## src/hw/rtl/multi_channel_software_timer_table_core_macros.svh

```systemverilog
// Assertion macros for the software timer table core.
// Included by the top level; relies on clk and rst in the including scope.
`ifndef MULTI_CHANNEL_SOFTWARE_TIMER_TABLE_CORE_MACROS_SVH
`define MULTI_CHANNEL_SOFTWARE_TIMER_TABLE_CORE_MACROS_SVH

`ifndef SYNTH
// Check a property on every clock edge outside reset.
`define MCST_ASSERT(lbl, prop) \
  lbl: assert property (@(posedge clk) disable iff (rst) prop) \
    else $error("mcst assertion failed");
// Check a property on every clock edge, reset included.
`define MCST_ASSERT_ALWAYS(lbl, prop) \
  lbl: assert property (@(posedge clk) prop) \
    else $error("mcst assertion failed");
`else
`define MCST_ASSERT(lbl, prop)
`define MCST_ASSERT_ALWAYS(lbl, prop)
`endif

`endif

```

## src/hw/rtl/mcst_pkg.sv

```systemverilog
// Shared types and constants for the software timer table core.
// No dependencies; imported by the interfaces, the top level and the testbench.
`default_nettype none

package mcst_pkg;

  localparam int DelayW  = 16;
  localparam int IdW     = 8;
  localparam int CountW  = 32;
  localparam int ResW    = 16;
  localparam int StatusW = 2;

  typedef enum logic [1:0] {
    OP_TICK     = 2'd0,
    OP_START    = 2'd1,
    OP_STOP     = 2'd2,
    OP_DISPATCH = 2'd3
  } opcode_t;

  localparam logic [StatusW-1:0] ST_OK        = 2'd0;
  localparam logic [StatusW-1:0] ST_FULL      = 2'd1;
  localparam logic [StatusW-1:0] ST_NOT_FOUND = 2'd2;

  // One timer table entry as stored in memory.
  typedef struct packed {
    logic [DelayW-1:0] delay;
    logic              rpt;
    logic [IdW-1:0]    id;
    logic [CountW-1:0] count;
  } entry_t;

  localparam int EntryW = $bits(entry_t);

endpackage

`default_nettype wire

```

## src/hw/rtl/mcst_ifs.sv

```systemverilog
// Handshake channel interfaces of the software timer table core.
// Depends on mcst_pkg for field widths.
`default_nettype none

interface mcst_cmd_if import mcst_pkg::*; ();
  logic              valid;
  logic              ready;
  logic [1:0]        opcode;
  logic [DelayW-1:0] delay;
  logic              repeat_req;
  logic [IdW-1:0]    task_id;

  modport source (output valid, opcode, delay, repeat_req, task_id, input ready);
  modport sink   (input valid, opcode, delay, repeat_req, task_id, output ready);
endinterface

interface mcst_rsp_if import mcst_pkg::*; ();
  logic               valid;
  logic               ready;
  logic [StatusW-1:0] status;
  logic               fired;
  logic [IdW-1:0]     fired_id;
  logic               last;

  modport source (output valid, status, fired, fired_id, last, input ready);
  modport sink   (input valid, status, fired, fired_id, last, output ready);
endinterface

interface mcst_cfg_if import mcst_pkg::*; ();
  logic            valid;
  logic            ready;
  logic [ResW-1:0] data;

  modport source (output valid, data, input ready);
  modport sink   (input valid, data, output ready);
endinterface

`default_nettype wire

```

## src/hw/rtl/mcst_ram.sv

```systemverilog
// Generic simple dual-port RAM: one write port, one registered read port.
// No dependencies.
`default_nettype none

module mcst_ram #(
  parameter int WIDTH = 8,
  parameter int DEPTH = 8,
  localparam int AW = (DEPTH > 1) ? $clog2(DEPTH) : 1
) (
  input  wire logic             clk,
  input  wire logic             we,
  input  wire logic [AW-1:0]    waddr,
  input  wire logic [WIDTH-1:0] wdata,
  input  wire logic [AW-1:0]    raddr,
  output logic      [WIDTH-1:0] rdata
);

  logic [WIDTH-1:0] mem [DEPTH];

  always_ff @(posedge clk) begin
    if (we) begin
      mem[waddr] <= wdata;
    end
    rdata <= mem[raddr];
  end

endmodule

`default_nettype wire

```

## src/hw/rtl/multi_channel_software_timer_table_core.sv

```systemverilog
// Top level of the software timer table core: control sequencer and table.
// Depends on mcst_pkg, mcst_ifs, mcst_ram and the assertion macro header.
`default_nettype none

`include "multi_channel_software_timer_table_core_macros.svh"

// A table of up to MAX_TASKS software timers held in one memory, one entry
// per word (delay, periodic flag, task id, 32-bit elapsed count). Each
// command transfer on cmd carries an opcode: tick advances the prescaler
// and, when it reaches the resolution register, bumps every live count
// (saturating); start appends an entry with a cleared count (status full
// when the table is full); stop removes the first entry with that id by
// moving the last entry into its slot (status not found otherwise);
// dispatch, when a tick is pending, walks the table in order and returns
// one rsp transfer per expired entry, clearing its count and removing it
// if it is one-shot. Every command ends with exactly one rsp transfer that
// has last set. Commands are taken one at a time, since every table access
// goes through the single registered read port of the memory: start writes
// its entry straight from idle; a tick reads and writes back each live
// entry when the prescaler reaches resolution; stop reads entries until
// one matches, then moves the last entry in when the match is not in the
// last slot; dispatch reads each entry in order (a slot scanned again
// after a removal is read again) and moves the last entry in for each
// one-shot removal that is not in the last slot. A result waiting on a
// stalled rsp sink holds the sequencer; the next command is taken as soon
// as the final result sits in the output register. resolution may be
// written at any time over cfg, which is always ready.
module multi_channel_software_timer_table_core
  import mcst_pkg::*;
#(
  parameter int MAX_TASKS = 8
) (
  input wire logic clk,
  input wire logic rst,
  mcst_cfg_if.sink   cfg,
  mcst_cmd_if.sink   cmd,
  mcst_rsp_if.source rsp
);

  localparam int IW = (MAX_TASKS > 1) ? $clog2(MAX_TASKS) : 1;
  localparam int CW = $clog2(MAX_TASKS + 1);

  typedef enum logic [9:0] {
    S_IDLE    = 10'b00_0000_0001,
    S_TICK_RD = 10'b00_0000_0010,
    S_TICK_WR = 10'b00_0000_0100,
    S_STOP_RD = 10'b00_0000_1000,
    S_STOP_EV = 10'b00_0001_0000,
    S_DISP_RD = 10'b00_0010_0000,
    S_DISP_EV = 10'b00_0100_0000,
    S_TAIL_RD = 10'b00_1000_0000,
    S_TAIL_WR = 10'b01_0000_0000,
    S_FIN     = 10'b10_0000_0000
  } state_t;

  state_t state;

  // Control and sequencing registers.
  logic [CW-1:0]      active;
  logic [CW-1:0]      idx;
  logic [IW-1:0]      pos;
  logic [ResW-1:0]    prescale;
  logic [ResW-1:0]    resolution;
  logic               tick_pending;
  logic               from_stop;
  logic [StatusW-1:0] fin_status;
  logic [IdW-1:0]     stop_id;
  // Fired result held back until we know whether it is the final one.
  logic               held_valid;
  logic [IdW-1:0]     held_id;

  // Output register.
  logic               ovalid;
  logic [StatusW-1:0] ostatus;
  logic               ofired;
  logic [IdW-1:0]     ofired_id;
  logic               olast;

  // Memory port signals.
  logic          ram_we;
  logic [IW-1:0] ram_waddr;
  entry_t        ram_wdata;
  logic [IW-1:0] ram_raddr;
  logic [EntryW-1:0] ram_rdata;
  entry_t        rd_ent;

  logic               cmd_fire;
  logic               can_push;
  logic               push;
  logic [StatusW-1:0] push_status;
  logic               push_fired;
  logic [IdW-1:0]     push_id;
  logic               push_last;

  logic [CW-1:0]     active_m1;
  logic [CW-1:0]     idx_inc;
  logic              last_slot;
  logic              full;
  logic [ResW-1:0]   presc_inc;
  logic              expired;
  logic              stall;
  logic [CountW-1:0] count_inc;
  opcode_t           op;

  assign cfg.ready = 1'b1;
  assign cmd.ready = (state == S_IDLE);
  assign cmd_fire  = cmd.valid && cmd.ready;
  assign op        = opcode_t'(cmd.opcode);

  assign rsp.valid    = ovalid;
  assign rsp.status   = ostatus;
  assign rsp.fired    = ofired;
  assign rsp.fired_id = ofired_id;
  assign rsp.last     = olast;

  assign rd_ent    = entry_t'(ram_rdata);
  assign active_m1 = active - CW'(1);
  assign idx_inc   = idx + CW'(1);
  assign last_slot = (idx_inc >= active);
  assign full      = (active == CW'(MAX_TASKS));
  assign presc_inc = prescale + ResW'(1);
  assign expired   = (rd_ent.count >= {{(CountW-DelayW){1'b0}}, rd_ent.delay});
  assign count_inc = (rd_ent.count == '1) ? rd_ent.count : rd_ent.count + CountW'(1);
  assign can_push  = !ovalid || rsp.ready;
  // A new expiry must first push out the one already held.
  assign stall     = expired && held_valid && !can_push;

  mcst_ram #(
    .WIDTH (EntryW),
    .DEPTH (MAX_TASKS)
  ) u_table (
    .clk   (clk),
    .we    (ram_we),
    .waddr (ram_waddr),
    .wdata (ram_wdata),
    .raddr (ram_raddr),
    .rdata (ram_rdata)
  );

  // Read address: the scanned slot, or the last live slot for a move.
  always_comb begin
    case (state)
      S_TAIL_RD: ram_raddr = active_m1[IW-1:0];
      default:   ram_raddr = idx[IW-1:0];
    endcase
  end

  // Write port: append, count update, count clear, or move of last entry.
  always_comb begin
    ram_we    = 1'b0;
    ram_waddr = idx[IW-1:0];
    ram_wdata = rd_ent;
    case (state)
      S_IDLE: begin
        if (cmd_fire && op == OP_START && !full) begin
          ram_we          = 1'b1;
          ram_waddr       = active[IW-1:0];
          ram_wdata.delay = cmd.delay;
          ram_wdata.rpt   = cmd.repeat_req;
          ram_wdata.id    = cmd.task_id;
          ram_wdata.count = '0;
        end
      end
      S_TICK_WR: begin
        ram_we          = 1'b1;
        ram_wdata.count = count_inc;
      end
      S_DISP_EV: begin
        if (expired && !stall && rd_ent.rpt) begin
          ram_we          = 1'b1;
          ram_wdata.count = '0;
        end
      end
      S_TAIL_WR: begin
        ram_we    = 1'b1;
        ram_waddr = pos;
      end
      default: ram_we = 1'b0;
    endcase
  end

  // Result push into the output register.
  always_comb begin
    push        = 1'b0;
    push_status = ST_OK;
    push_fired  = held_valid;
    push_id     = held_id;
    push_last   = 1'b1;
    case (state)
      S_DISP_EV: begin
        if (expired && held_valid && can_push) begin
          push      = 1'b1;
          push_last = 1'b0;
        end
      end
      S_FIN: begin
        push        = can_push;
        push_status = fin_status;
      end
      default: push = 1'b0;
    endcase
  end

  always_ff @(posedge clk) begin
    if (rst) begin
      state        <= S_IDLE;
      active       <= '0;
      prescale     <= '0;
      tick_pending <= 1'b0;
      resolution   <= ResW'(1);
      ovalid       <= 1'b0;
      held_valid   <= 1'b0;
    end else begin
      if (cfg.valid) begin
        resolution <= cfg.data;
      end

      // Output register: load on push, drop once the sink takes it.
      if (push) begin
        ovalid    <= 1'b1;
        ostatus   <= push_status;
        ofired    <= push_fired;
        ofired_id <= push_id;
        olast     <= push_last;
      end else if (rsp.ready) begin
        ovalid <= 1'b0;
      end

      case (state)
        S_IDLE: begin
          if (cmd_fire) begin
            held_valid <= 1'b0;
            held_id    <= '0;
            fin_status <= ST_OK;
            idx        <= '0;
            stop_id    <= cmd.task_id;
            case (op)
              OP_TICK: begin
                tick_pending <= 1'b1;
                if (presc_inc == resolution) begin
                  prescale <= '0;
                  state    <= (active != '0) ? S_TICK_RD : S_FIN;
                end else begin
                  prescale <= presc_inc;
                  state    <= S_FIN;
                end
              end
              OP_START: begin
                if (full) begin
                  fin_status <= ST_FULL;
                end else begin
                  active <= active + CW'(1);
                end
                state <= S_FIN;
              end
              OP_STOP: begin
                if (active == '0) begin
                  fin_status <= ST_NOT_FOUND;
                  state      <= S_FIN;
                end else begin
                  state <= S_STOP_RD;
                end
              end
              default: begin
                // Dispatch: scan only when a tick is pending.
                if (tick_pending) begin
                  tick_pending <= 1'b0;
                  state        <= (active != '0) ? S_DISP_RD : S_FIN;
                end else begin
                  state <= S_FIN;
                end
              end
            endcase
          end
        end

        S_TICK_RD: state <= S_TICK_WR;

        S_TICK_WR: begin
          idx   <= idx_inc;
          state <= last_slot ? S_FIN : S_TICK_RD;
        end

        S_STOP_RD: state <= S_STOP_EV;

        S_STOP_EV: begin
          if (rd_ent.id == stop_id) begin
            if (last_slot) begin
              // Match in the last slot: just shrink.
              active <= active_m1;
              state  <= S_FIN;
            end else begin
              pos       <= idx[IW-1:0];
              from_stop <= 1'b1;
              state     <= S_TAIL_RD;
            end
          end else if (last_slot) begin
            fin_status <= ST_NOT_FOUND;
            state      <= S_FIN;
          end else begin
            idx   <= idx_inc;
            state <= S_STOP_RD;
          end
        end

        S_DISP_RD: state <= S_DISP_EV;

        S_DISP_EV: begin
          if (expired) begin
            if (!stall) begin
              held_valid <= 1'b1;
              held_id    <= rd_ent.id;
              if (rd_ent.rpt) begin
                if (last_slot) begin
                  state <= S_FIN;
                end else begin
                  idx   <= idx_inc;
                  state <= S_DISP_RD;
                end
              end else if (last_slot) begin
                active <= active_m1;
                state  <= S_FIN;
              end else begin
                // One-shot: move the last entry in and scan this slot again.
                pos       <= idx[IW-1:0];
                from_stop <= 1'b0;
                state     <= S_TAIL_RD;
              end
            end
          end else if (last_slot) begin
            state <= S_FIN;
          end else begin
            idx   <= idx_inc;
            state <= S_DISP_RD;
          end
        end

        S_TAIL_RD: state <= S_TAIL_WR;

        S_TAIL_WR: begin
          active <= active_m1;
          state  <= from_stop ? S_FIN : S_DISP_RD;
        end

        S_FIN: begin
          if (can_push) begin
            state <= S_IDLE;
          end
        end

        default: state <= S_IDLE;
      endcase
    end
  end

  // The table never holds more than MAX_TASKS live entries.
  `MCST_ASSERT_ALWAYS(a_active_bound, rst || (active <= CW'(MAX_TASKS)))
  // Results only leave from the final step or from a dispatch scan.
  `MCST_ASSERT(a_push_src, push |-> (state == S_FIN || state == S_DISP_EV))
  // A mid-scan result is never marked final.
  `MCST_ASSERT(a_mid_not_last, (push && state == S_DISP_EV) |-> !push_last)
  // Dispatch always consumes the pending tick.
  `MCST_ASSERT(a_disp_clears, (cmd_fire && op == OP_DISPATCH) |=> !tick_pending)
  // Outside an append, writes only touch live slots.
  `MCST_ASSERT(a_wr_live, (ram_we && state != S_IDLE) |-> (CW'(ram_waddr) < active))

endmodule

`default_nettype wire

```

## src/flat_wrapper.sv

```systemverilog
// flat-port wrapper written by rule: the top's interface ports become plain ports
module multi_channel_software_timer_table_core_flat import mcst_pkg::*;
#(
  parameter int MAX_TASKS = 8
)
  (clk, rst, cfg_valid, cfg_data, cfg_ready, cmd_valid, cmd_opcode, cmd_delay, cmd_repeat_req, cmd_task_id, cmd_ready, rsp_valid, rsp_status, rsp_fired, rsp_fired_id, rsp_last, rsp_ready);
  mcst_cfg_if cfg_i ();
  mcst_cmd_if cmd_i ();
  mcst_rsp_if rsp_i ();
  input wire logic clk;
  input wire logic rst;
  input wire logic [$bits(cfg_i.valid)-1:0] cfg_valid;
  input wire logic [$bits(cfg_i.data)-1:0] cfg_data;
  output wire logic [$bits(cfg_i.ready)-1:0] cfg_ready;
  input wire logic [$bits(cmd_i.valid)-1:0] cmd_valid;
  input wire logic [$bits(cmd_i.opcode)-1:0] cmd_opcode;
  input wire logic [$bits(cmd_i.delay)-1:0] cmd_delay;
  input wire logic [$bits(cmd_i.repeat_req)-1:0] cmd_repeat_req;
  input wire logic [$bits(cmd_i.task_id)-1:0] cmd_task_id;
  output wire logic [$bits(cmd_i.ready)-1:0] cmd_ready;
  output wire logic [$bits(rsp_i.valid)-1:0] rsp_valid;
  output wire logic [$bits(rsp_i.status)-1:0] rsp_status;
  output wire logic [$bits(rsp_i.fired)-1:0] rsp_fired;
  output wire logic [$bits(rsp_i.fired_id)-1:0] rsp_fired_id;
  output wire logic [$bits(rsp_i.last)-1:0] rsp_last;
  input wire logic [$bits(rsp_i.ready)-1:0] rsp_ready;
  assign cfg_i.valid = cfg_valid;
  assign cfg_i.data = cfg_data;
  assign cfg_ready = cfg_i.ready;
  assign cmd_i.valid = cmd_valid;
  assign cmd_i.opcode = cmd_opcode;
  assign cmd_i.delay = cmd_delay;
  assign cmd_i.repeat_req = cmd_repeat_req;
  assign cmd_i.task_id = cmd_task_id;
  assign cmd_ready = cmd_i.ready;
  assign rsp_valid = rsp_i.valid;
  assign rsp_status = rsp_i.status;
  assign rsp_fired = rsp_i.fired;
  assign rsp_fired_id = rsp_i.fired_id;
  assign rsp_last = rsp_i.last;
  assign rsp_i.ready = rsp_ready;
  multi_channel_software_timer_table_core #(.MAX_TASKS(MAX_TASKS)) u_core (.clk(clk), .rst(rst), .cfg(cfg_i), .cmd(cmd_i), .rsp(rsp_i));
endmodule
```

## config.mk

```make
export PLATFORM = sky130hd
export DESIGN_NAME = multi_channel_software_timer_table_core_flat
export DESIGN_NICKNAME = d
export VERILOG_FILES = /design/src/hw/rtl/mcst_pkg.sv /design/src/hw/rtl/mcst_ifs.sv /design/src/hw/rtl/mcst_ram.sv /design/src/hw/rtl/multi_channel_software_timer_table_core.sv /design/src/flat_wrapper.sv
export VERILOG_INCLUDE_DIRS = /design/src /design/src/hw/rtl
export SDC_FILE = /design/constraint.sdc
export NUM_CORES = 1
export LEC_CHECK = 0
export BUFFER_PORTS_ARGS = -buffer_cell sky130_fd_sc_hd__buf_2
export CORE_ASPECT_RATIO = 0.75
export CORE_MARGIN = 8
export CORE_UTILIZATION = 56
export DETAILED_ROUTE_END_ITERATION = 10
export GPL_TIMING_DRIVEN = 0
export PLACE_DENSITY_LB_ADDON = 0.05
export SYNTH_ARGS = -nofsm -noshare
export SYNTH_HDL_FRONTEND = slang
export SYNTH_HIERARCHICAL = 1
export SYNTH_SLANG_ARGS = --single-unit
```

## constraint.sdc

```tcl
create_clock -name clk -period 21.6 [get_ports clk]
set_input_delay 2.16 -clock clk [delete_from_list [all_inputs] [get_ports clk]]
set_output_delay 2.16 -clock clk [all_outputs]
set_load 0.05 [all_outputs]
```

==> results of run 1 <==
[layer usage]
metal,GRT usage (%),part of all wire [%],routed length (um),up-vias
li1,-,-,-,6369
met1,33.0,46,25400,7301
met2,33.2,46,25400,538
met3,3.33,6.7,3740,71
met4,4.45,1.6,896,0
met5,0,0,0,-
[registers in the layout (all words and copies together), names as in the netlist, 2 cells and up]
| register | count |
|---|---|
| u_core/rsp.status | 2 |
| u_core/u_table/rdata | 57 |
| u_core/held_id | 8 |
| u_core/u_table/mem | 456 |
| u_core/pos | 3 |
| u_core/resolution | 16 |
| u_core/rsp.fired_id | 8 |
| u_core/fin_status | 2 |
| u_core/state | 10 |
| u_core/prescale | 16 |
| u_core/stop_id | 8 |
| u_core/idx | 4 |
| u_core/active | 4 |
[logic make-up after synthesis]
group           share of synthesized area (%)
simple gates                             7.76
compound gates                           5.22
fa+ha+maj                                1.46
flops                                    68.4
other cells                            0.0151
xor+xnor                                 1.38
buf+inv                                  2.14
mux                                      13.7
[placed cells by master (no fill, tap or decap), drive strengths merged, types with 34 or more instances in the layout]
cell	n
o21ai	59
buf	120
mux4	114
inv	34
nor2	79
nand3	43
a21oi	53
edfxtp	494
nand2	104
dfxtp	106
clkbuf	123
mux2	58
[stage by stage]
| step | setup slack (ns) | cells |
|---|---|---|
| final | 16.15 | 2312 |
| after global routing | 16.02 | 2312 |
| after CTS | 16.18 | 2311 |
| after detailed placement | 15.57 | 2206 |
| after global placement | 8.66 | 2176 |
| after floorplan | 13.51 | 1539 |
[final timing paths]
| path | from | to | slack, ns | cells past startpoint |
|---|---|---|---|---|
| setup reg to reg | u_core/active[0] | u_core/u_table/mem[2][11] | 17.15 | 12 |
| hold reg to reg | u_core/held_id[4] | u_core/rsp.fired_id[4] | 0.42 | 0 |
| setup / recovery | cmd_opcode[1] | u_core/u_table/mem[2][11] | 16.15 | 13 |
| hold / removal | u_core/held_id[4] | u_core/rsp.fired_id[4] | 0.42 | 0 |
[Yosys cell counts (all sizes together) (6+ instances only)]
library cell,instances
inv,32
edfxtp,494
nor3,13
o41ai,7
buf,32
a31oi,15
nand3,43
xor2,22
nand2,104
nand2b,9
clkbuf,44
or3,11
ha,29
and2,20
or4,7
and3,13
a21o,6
mux2i,17
nand3b,8
mux2,58
nand4,21
nor4,21
o21ai,59
o211ai,6
o31ai,30
nor2,79
xnor2,17
a21oi,53
mux4,114
dfxtp,106
[critical path, stage by stage]
cell and delay [ns]:
buf_2 0.11, inv_1 0.07, ha_1 0.19, nand2_1 0.07
a21oi_1 0.50, and2_1 0.22, clkbuf_1 0.36, nor2_1 0.18
a221o_1 0.37, nand2b_1 0.32, nor2_4 0.65, buf_12 0.27
buf_12 0.22
[power by group through the flow]
stage               Sequential (W)  Clock [W]  Combinational, W
finish                     0.00136   0.000953          0.000280
global route               0.00136    0.00102          0.000306
CTS                        0.00136   0.000972          0.000280
detailed placement         0.00138          0          0.000278
global placement           0.00138          0          0.000266
floorplan                  0.00137          0          0.000190
[cell type report]
type	instances	area, um^2	area share (%)
Tap cell	578	723	2.56
Sequential cell	600	17000	60.1
Timing Repair Buffer	90	817	2.90
Clock buffer	78	1540	5.47
Multi-Input combinational cell	830	7390	26.2
Inverter	33	136	0.483
Buffer	76	394	1.40
Clock inverter	27	249	0.883
==> results.sh, run 1 <==
export IMPL_antenna_found_initial=1
export IMPL_crit_path_end_kind="register"
export IMPL_place_congestion=0.888
export IMPL_synth_distinct_cells=72
export IMPL_critPathLaunchType="input pin"
export IMPL_status="finished clean"
export IMPL_firstDrtPassIters=5
export IMPL_tightest_slew_ns=1.37
export IMPL_switching_share_pct=23.9
export IMPL_synthTopCellsByArea="edfxtp_1 60%, mux4_2 10%, dfxtp_1 8.6%"
export IMPL_synth_area_mm2=0.0248
export IMPL_design_core_area_mm2=0.0435
export IMPL_routed_wl_mm=55.5
export IMPL_post_cts_buffers=0
export IMPL_pin_count=63
export IMPL_cp_arrival_ns=5.73
export IMPL_power_w=0.00259
export IMPL_whs_ns=0.417
export IMPL_cts_tree="built"
export IMPL_fillers=3086
export IMPL_yosys_most_used_dff="edfxtp_1"
export IMPL_hold_viol=0
export IMPL_min_path_type="reg2reg"
export IMPL_synth_top_area_share_pct=59.8
export IMPL_yosysWarnings=6
export IMPL_async_flop_share_pct=0
export IMPL_drtAntennaViolNets=0
export IMPL_fin_nets=1764
export IMPL_clkTransAtPathRegs_ns=0.06
export IMPL_seqPwrFrac_pct=52.4
export IMPL_ctsResizeCount=0
export IMPL_place_area_mm2=0.0264
export IMPL_relSlewSlack_pct=7.55
export IMPL_design_area_mm2=0.0282
export IMPL_row_count=66
export IMPL_synth_edff_count=494
export IMPL_first_global_vias=14200
export IMPL_grt_use_total_pct=21.7
export IMPL_grt_pass1_wl_mm=85.6
export IMPL_clock_fmax_ghz=0.184
export IMPL_initial_core_util_pct=57.0
export IMPL_critical_path_class="in2reg"
export IMPL_first_iter_violations=1536
export IMPL_required_ns=21.88
export IMPL_power_density_mw_per_mm2=91.8
export IMPL_clock_latency_ns=0.60
export IMPL_rsz0062_at_grt="no"
export IMPL_fp_dieH_um=198
export IMPL_dieArea_mm2=0.0514
export IMPL_timing_final_crit_period_ns=5.45
export IMPL_port_buffers=59
export IMPL_routedWlPerCell_um=24.0
export IMPL_h_tree_depth=2
export IMPL_pwr_share_clk_pct=36.8
export IMPL_synth_top_area_cell="edfxtp_1"
export IMPL_dpl_hpwl_mm=37.0
export IMPL_root_buffer="clkbuf_16"
export IMPL_viasPerCell=6.18
export IMPL_antennaDiodeCount=0
export IMPL_drive_gt1_share_pct=23.4
export IMPL_skew_ns=0.0312
export IMPL_p_int_w=0.00197
export IMPL_synth_cells=1539
export IMPL_combPwrFrac_pct=10.8
export IMPL_synth_fp_nets=1616
export IMPL_p_leak_nw=9.50
export IMPL_fp_dieW_um=259
export IMPL_avgSynthCellArea_um2=16.1
export IMPL_clkSinkCount=600
export IMPL_maxCapViolations=0
export IMPL_drc=0
export IMPL_slew_violations=0
export IMPL_period_share_pct=25.2
export IMPL_peakVddDrop_uv=77.0
export IMPL_power_switching_w=0.000619
export IMPL_numCtsBuffers=56
export IMPL_syn2layout_area_growth_pct=13.7
export IMPL_critical_path_peak_fanout=23
export IMPL_ys_seq_area_share_pct=68.4
export IMPL_final_util_pct=64.8
export IMPL_clk_path_buf_depth=3
export IMPL_hold_buffers=0
export IMPL_setup_tns_ns=0
export IMPL_ys_ff_latch=600
export IMPL_dr_total_vias=14300
export IMPL_setup_viol=0
export IMPL_grt_max_degree=24
export IMPL_grt_overflow_total=0
Note: power is estimated with default switching activity, not from simulation.
==> run 2, diff against run 1 <==
==> constraint.sdc (replaced) <==
create_clock -name clk -period 5.5 [get_ports clk]
set_input_delay 0.55 -clock clk [delete_from_list [all_inputs] [get_ports clk]]
set_output_delay 0.55 -clock clk [all_outputs]
set_load 0.05 [all_outputs]
==> results.sh, run 2 (synthesis results as in run 1) <==
export IMPL_pin_count=63
export IMPL_viasPerCell=6.14
export IMPL_drc=0
export IMPL_fp_dieH_um=198
export IMPL_timing_final_crit_period_ns=4.61
export IMPL_drive_gt1_share_pct=22.8
export IMPL_ff2ff_setup_slack_ns=0.89
export IMPL_top_register="u_core/u_table/mem"
export IMPL_cts_tree="built"
export IMPL_initial_core_util_pct=57.0
export IMPL_crit_start="u_core/state[2]"
export IMPL_h_tree_depth=2
export IMPL_setup_ws_ns=0.893
export IMPL_final_cell_mix="494 x edfxtp_1, 114 x mux4_2, 106 x dfxtp_1, 103 x nand2_1, 76 x buf_2"
export IMPL_power_density_mw_per_mm2=364
export IMPL_grt_overflow_total=0
export IMPL_slew_violations=0
export IMPL_design_core_area_mm2=0.0435
export IMPL_post_cts_buffers=0
export IMPL_min_path_type="in2reg"
export IMPL_place_congestion=0.897
export IMPL_hold_viol=0
export IMPL_crit_end="u_core/u_table/mem[6][46]"
export IMPL_critical_path_peak_fanout=21
export IMPL_critPathLaunchType="register"
export IMPL_antennaDiodeCount=0
export IMPL_routedWlPerCell_um=24.3
export IMPL_firstDrtPassIters=7
export IMPL_first_global_vias=14200
export IMPL_crit_path_end_kind="register"
export IMPL_clock_fmax_ghz=0.217
export IMPL_hold_buffers=0
export IMPL_grt_max_degree=25
export IMPL_syn2layout_area_growth_pct=13.6
export IMPL_clk_path_buf_depth=3
export IMPL_power_w=0.0103
export IMPL_dpl_hpwl_mm=36.2
export IMPL_row_count=66
export IMPL_fp_dieW_um=259
export IMPL_setup_viol=0
export IMPL_rsz0062_at_grt="no"
export IMPL_root_buffer="clkbuf_16"
export IMPL_grt_pass1_wl_mm=85.6
export IMPL_cp_arrival_ns=4.93
export IMPL_relSlewSlack_pct=15.2
export IMPL_period_share_pct=83.8
export IMPL_p_leak_nw=9.47
export IMPL_port_buffers=59
export IMPL_final_util_pct=64.7
export IMPL_largest_register_ffs=456
export IMPL_clkTransAtPathRegs_ns=0.06
export IMPL_skew_ns=0.0187
export IMPL_timing_rr_start="u_core/state[2]"
export IMPL_pre_cts_ws_ns=0.914
export IMPL_maxCapViolations=0
export IMPL_antenna_found_initial=0
export IMPL_place_area_mm2=0.0263
export IMPL_first_iter_violations=1357
export IMPL_drtAntennaViolNets=0
export IMPL_fin_nets=1754
export IMPL_design_area_mm2=0.0282
export IMPL_dieArea_mm2=0.0514
export IMPL_peakVddDrop_uv=328
export IMPL_ctsResizeCount=0
export IMPL_required_ns=5.82
export IMPL_clock_latency_ns=0.61
export IMPL_fillers=3054
export IMPL_final_common_cell="edfxtp_1"
export IMPL_dr_total_vias=14100
export IMPL_critical_path_class="reg2reg"
export IMPL_clkSinkCount=600
export IMPL_reg_top3="u_core/u_table/mem x456, u_core/u_table/rdata x57"
export IMPL_routed_wl_mm=56.1
export IMPL_grt_use_total_pct=21.9
export IMPL_worst_r2r_endpoint="u_core/u_table/mem[6][46]"
export IMPL_tightest_slew_ns=1.26
export IMPL_r2r_cells=10
export IMPL_setup_tns_ns=0
export IMPL_numCtsBuffers=56
export IMPL_status="finished clean"
-- run 2: how the worst min path moves through the flow --
stage | startpoint | endpoint | slack, ns | depth (start not counted)
detailed placement | u_core/held_id[5] | u_core/rsp.fired_id[5] | 0.41 | 0
floorplan | u_core/held_id[0] | u_core/rsp.fired_id[0] | 0.40 | 0
global placement | u_core/held_id[2] | u_core/rsp.fired_id[2] | 0.40 | 0
global route | cmd_task_id[6] | u_core/stop_id[6] | 0.1 | 1
CTS | cmd_task_id[1] | u_core/stop_id[1] | 0.08 | 1
finish | cmd_task_id[6] | u_core/stop_id[6] | 0.12 | 1
-- run 2: worst max-delay path, stage by stage (launching register included) --
cell and delay, ns:
dfxtp_1 0.30, clkbuf_2 0.16, or4_4 0.54, or3_1 0.37, nor3b_1 0.69, nor2_1 0.22
a221o_1 0.45, nand2b_1 0.29, nor2_4 0.76, buf_12 0.30, buf_16 0.20
-- run 2: final cells by class --
class	instances	area, um^2	share of cell area, %
inverter	33	136	0.484
clock inverter	19	229	0.813
sequential	600	17000	60.2
multi-input combinational	830	7400	26.3
buffer	76	394	1.40
clock buffer	87	1590	5.64
tap	578	723	2.57
timing repair buffer	80	744	2.64
-- run 2: layer usage --
| metal | GRT usage (%) | part of all wire, % |
|---|---|---|
| met5 | 0 | 0 |
| met4 | 5.87 | 1.9 |
| met3 | 3.08 | 6.3 |
| met2 | 33.9 | 46 |
| met1 | 32.5 | 46 |
-- run 2: through the flow --
step / cells / hold slack, ns
final: 2303 / 0.124
after global routing: 2303 / 0.0960
after CTS: 2303 / 0.0796
after detailed placement: 2197 / 0.405
after global placement: 2176 / 0.402
after floorplan: 1539 / 0.400
-- run 2: power by group --
| part | total, W | internal [W] | switching [W] |
|---|---|---|---|
| sequential | 0.00533 | 0.00522 | 0.000112 |
| combinational | 0.00109 | 0.000404 | 0.000690 |
| clock | 0.00383 | 0.00219 | 0.00164 |
| total | 0.0103 | 0.00781 | 0.00245 |
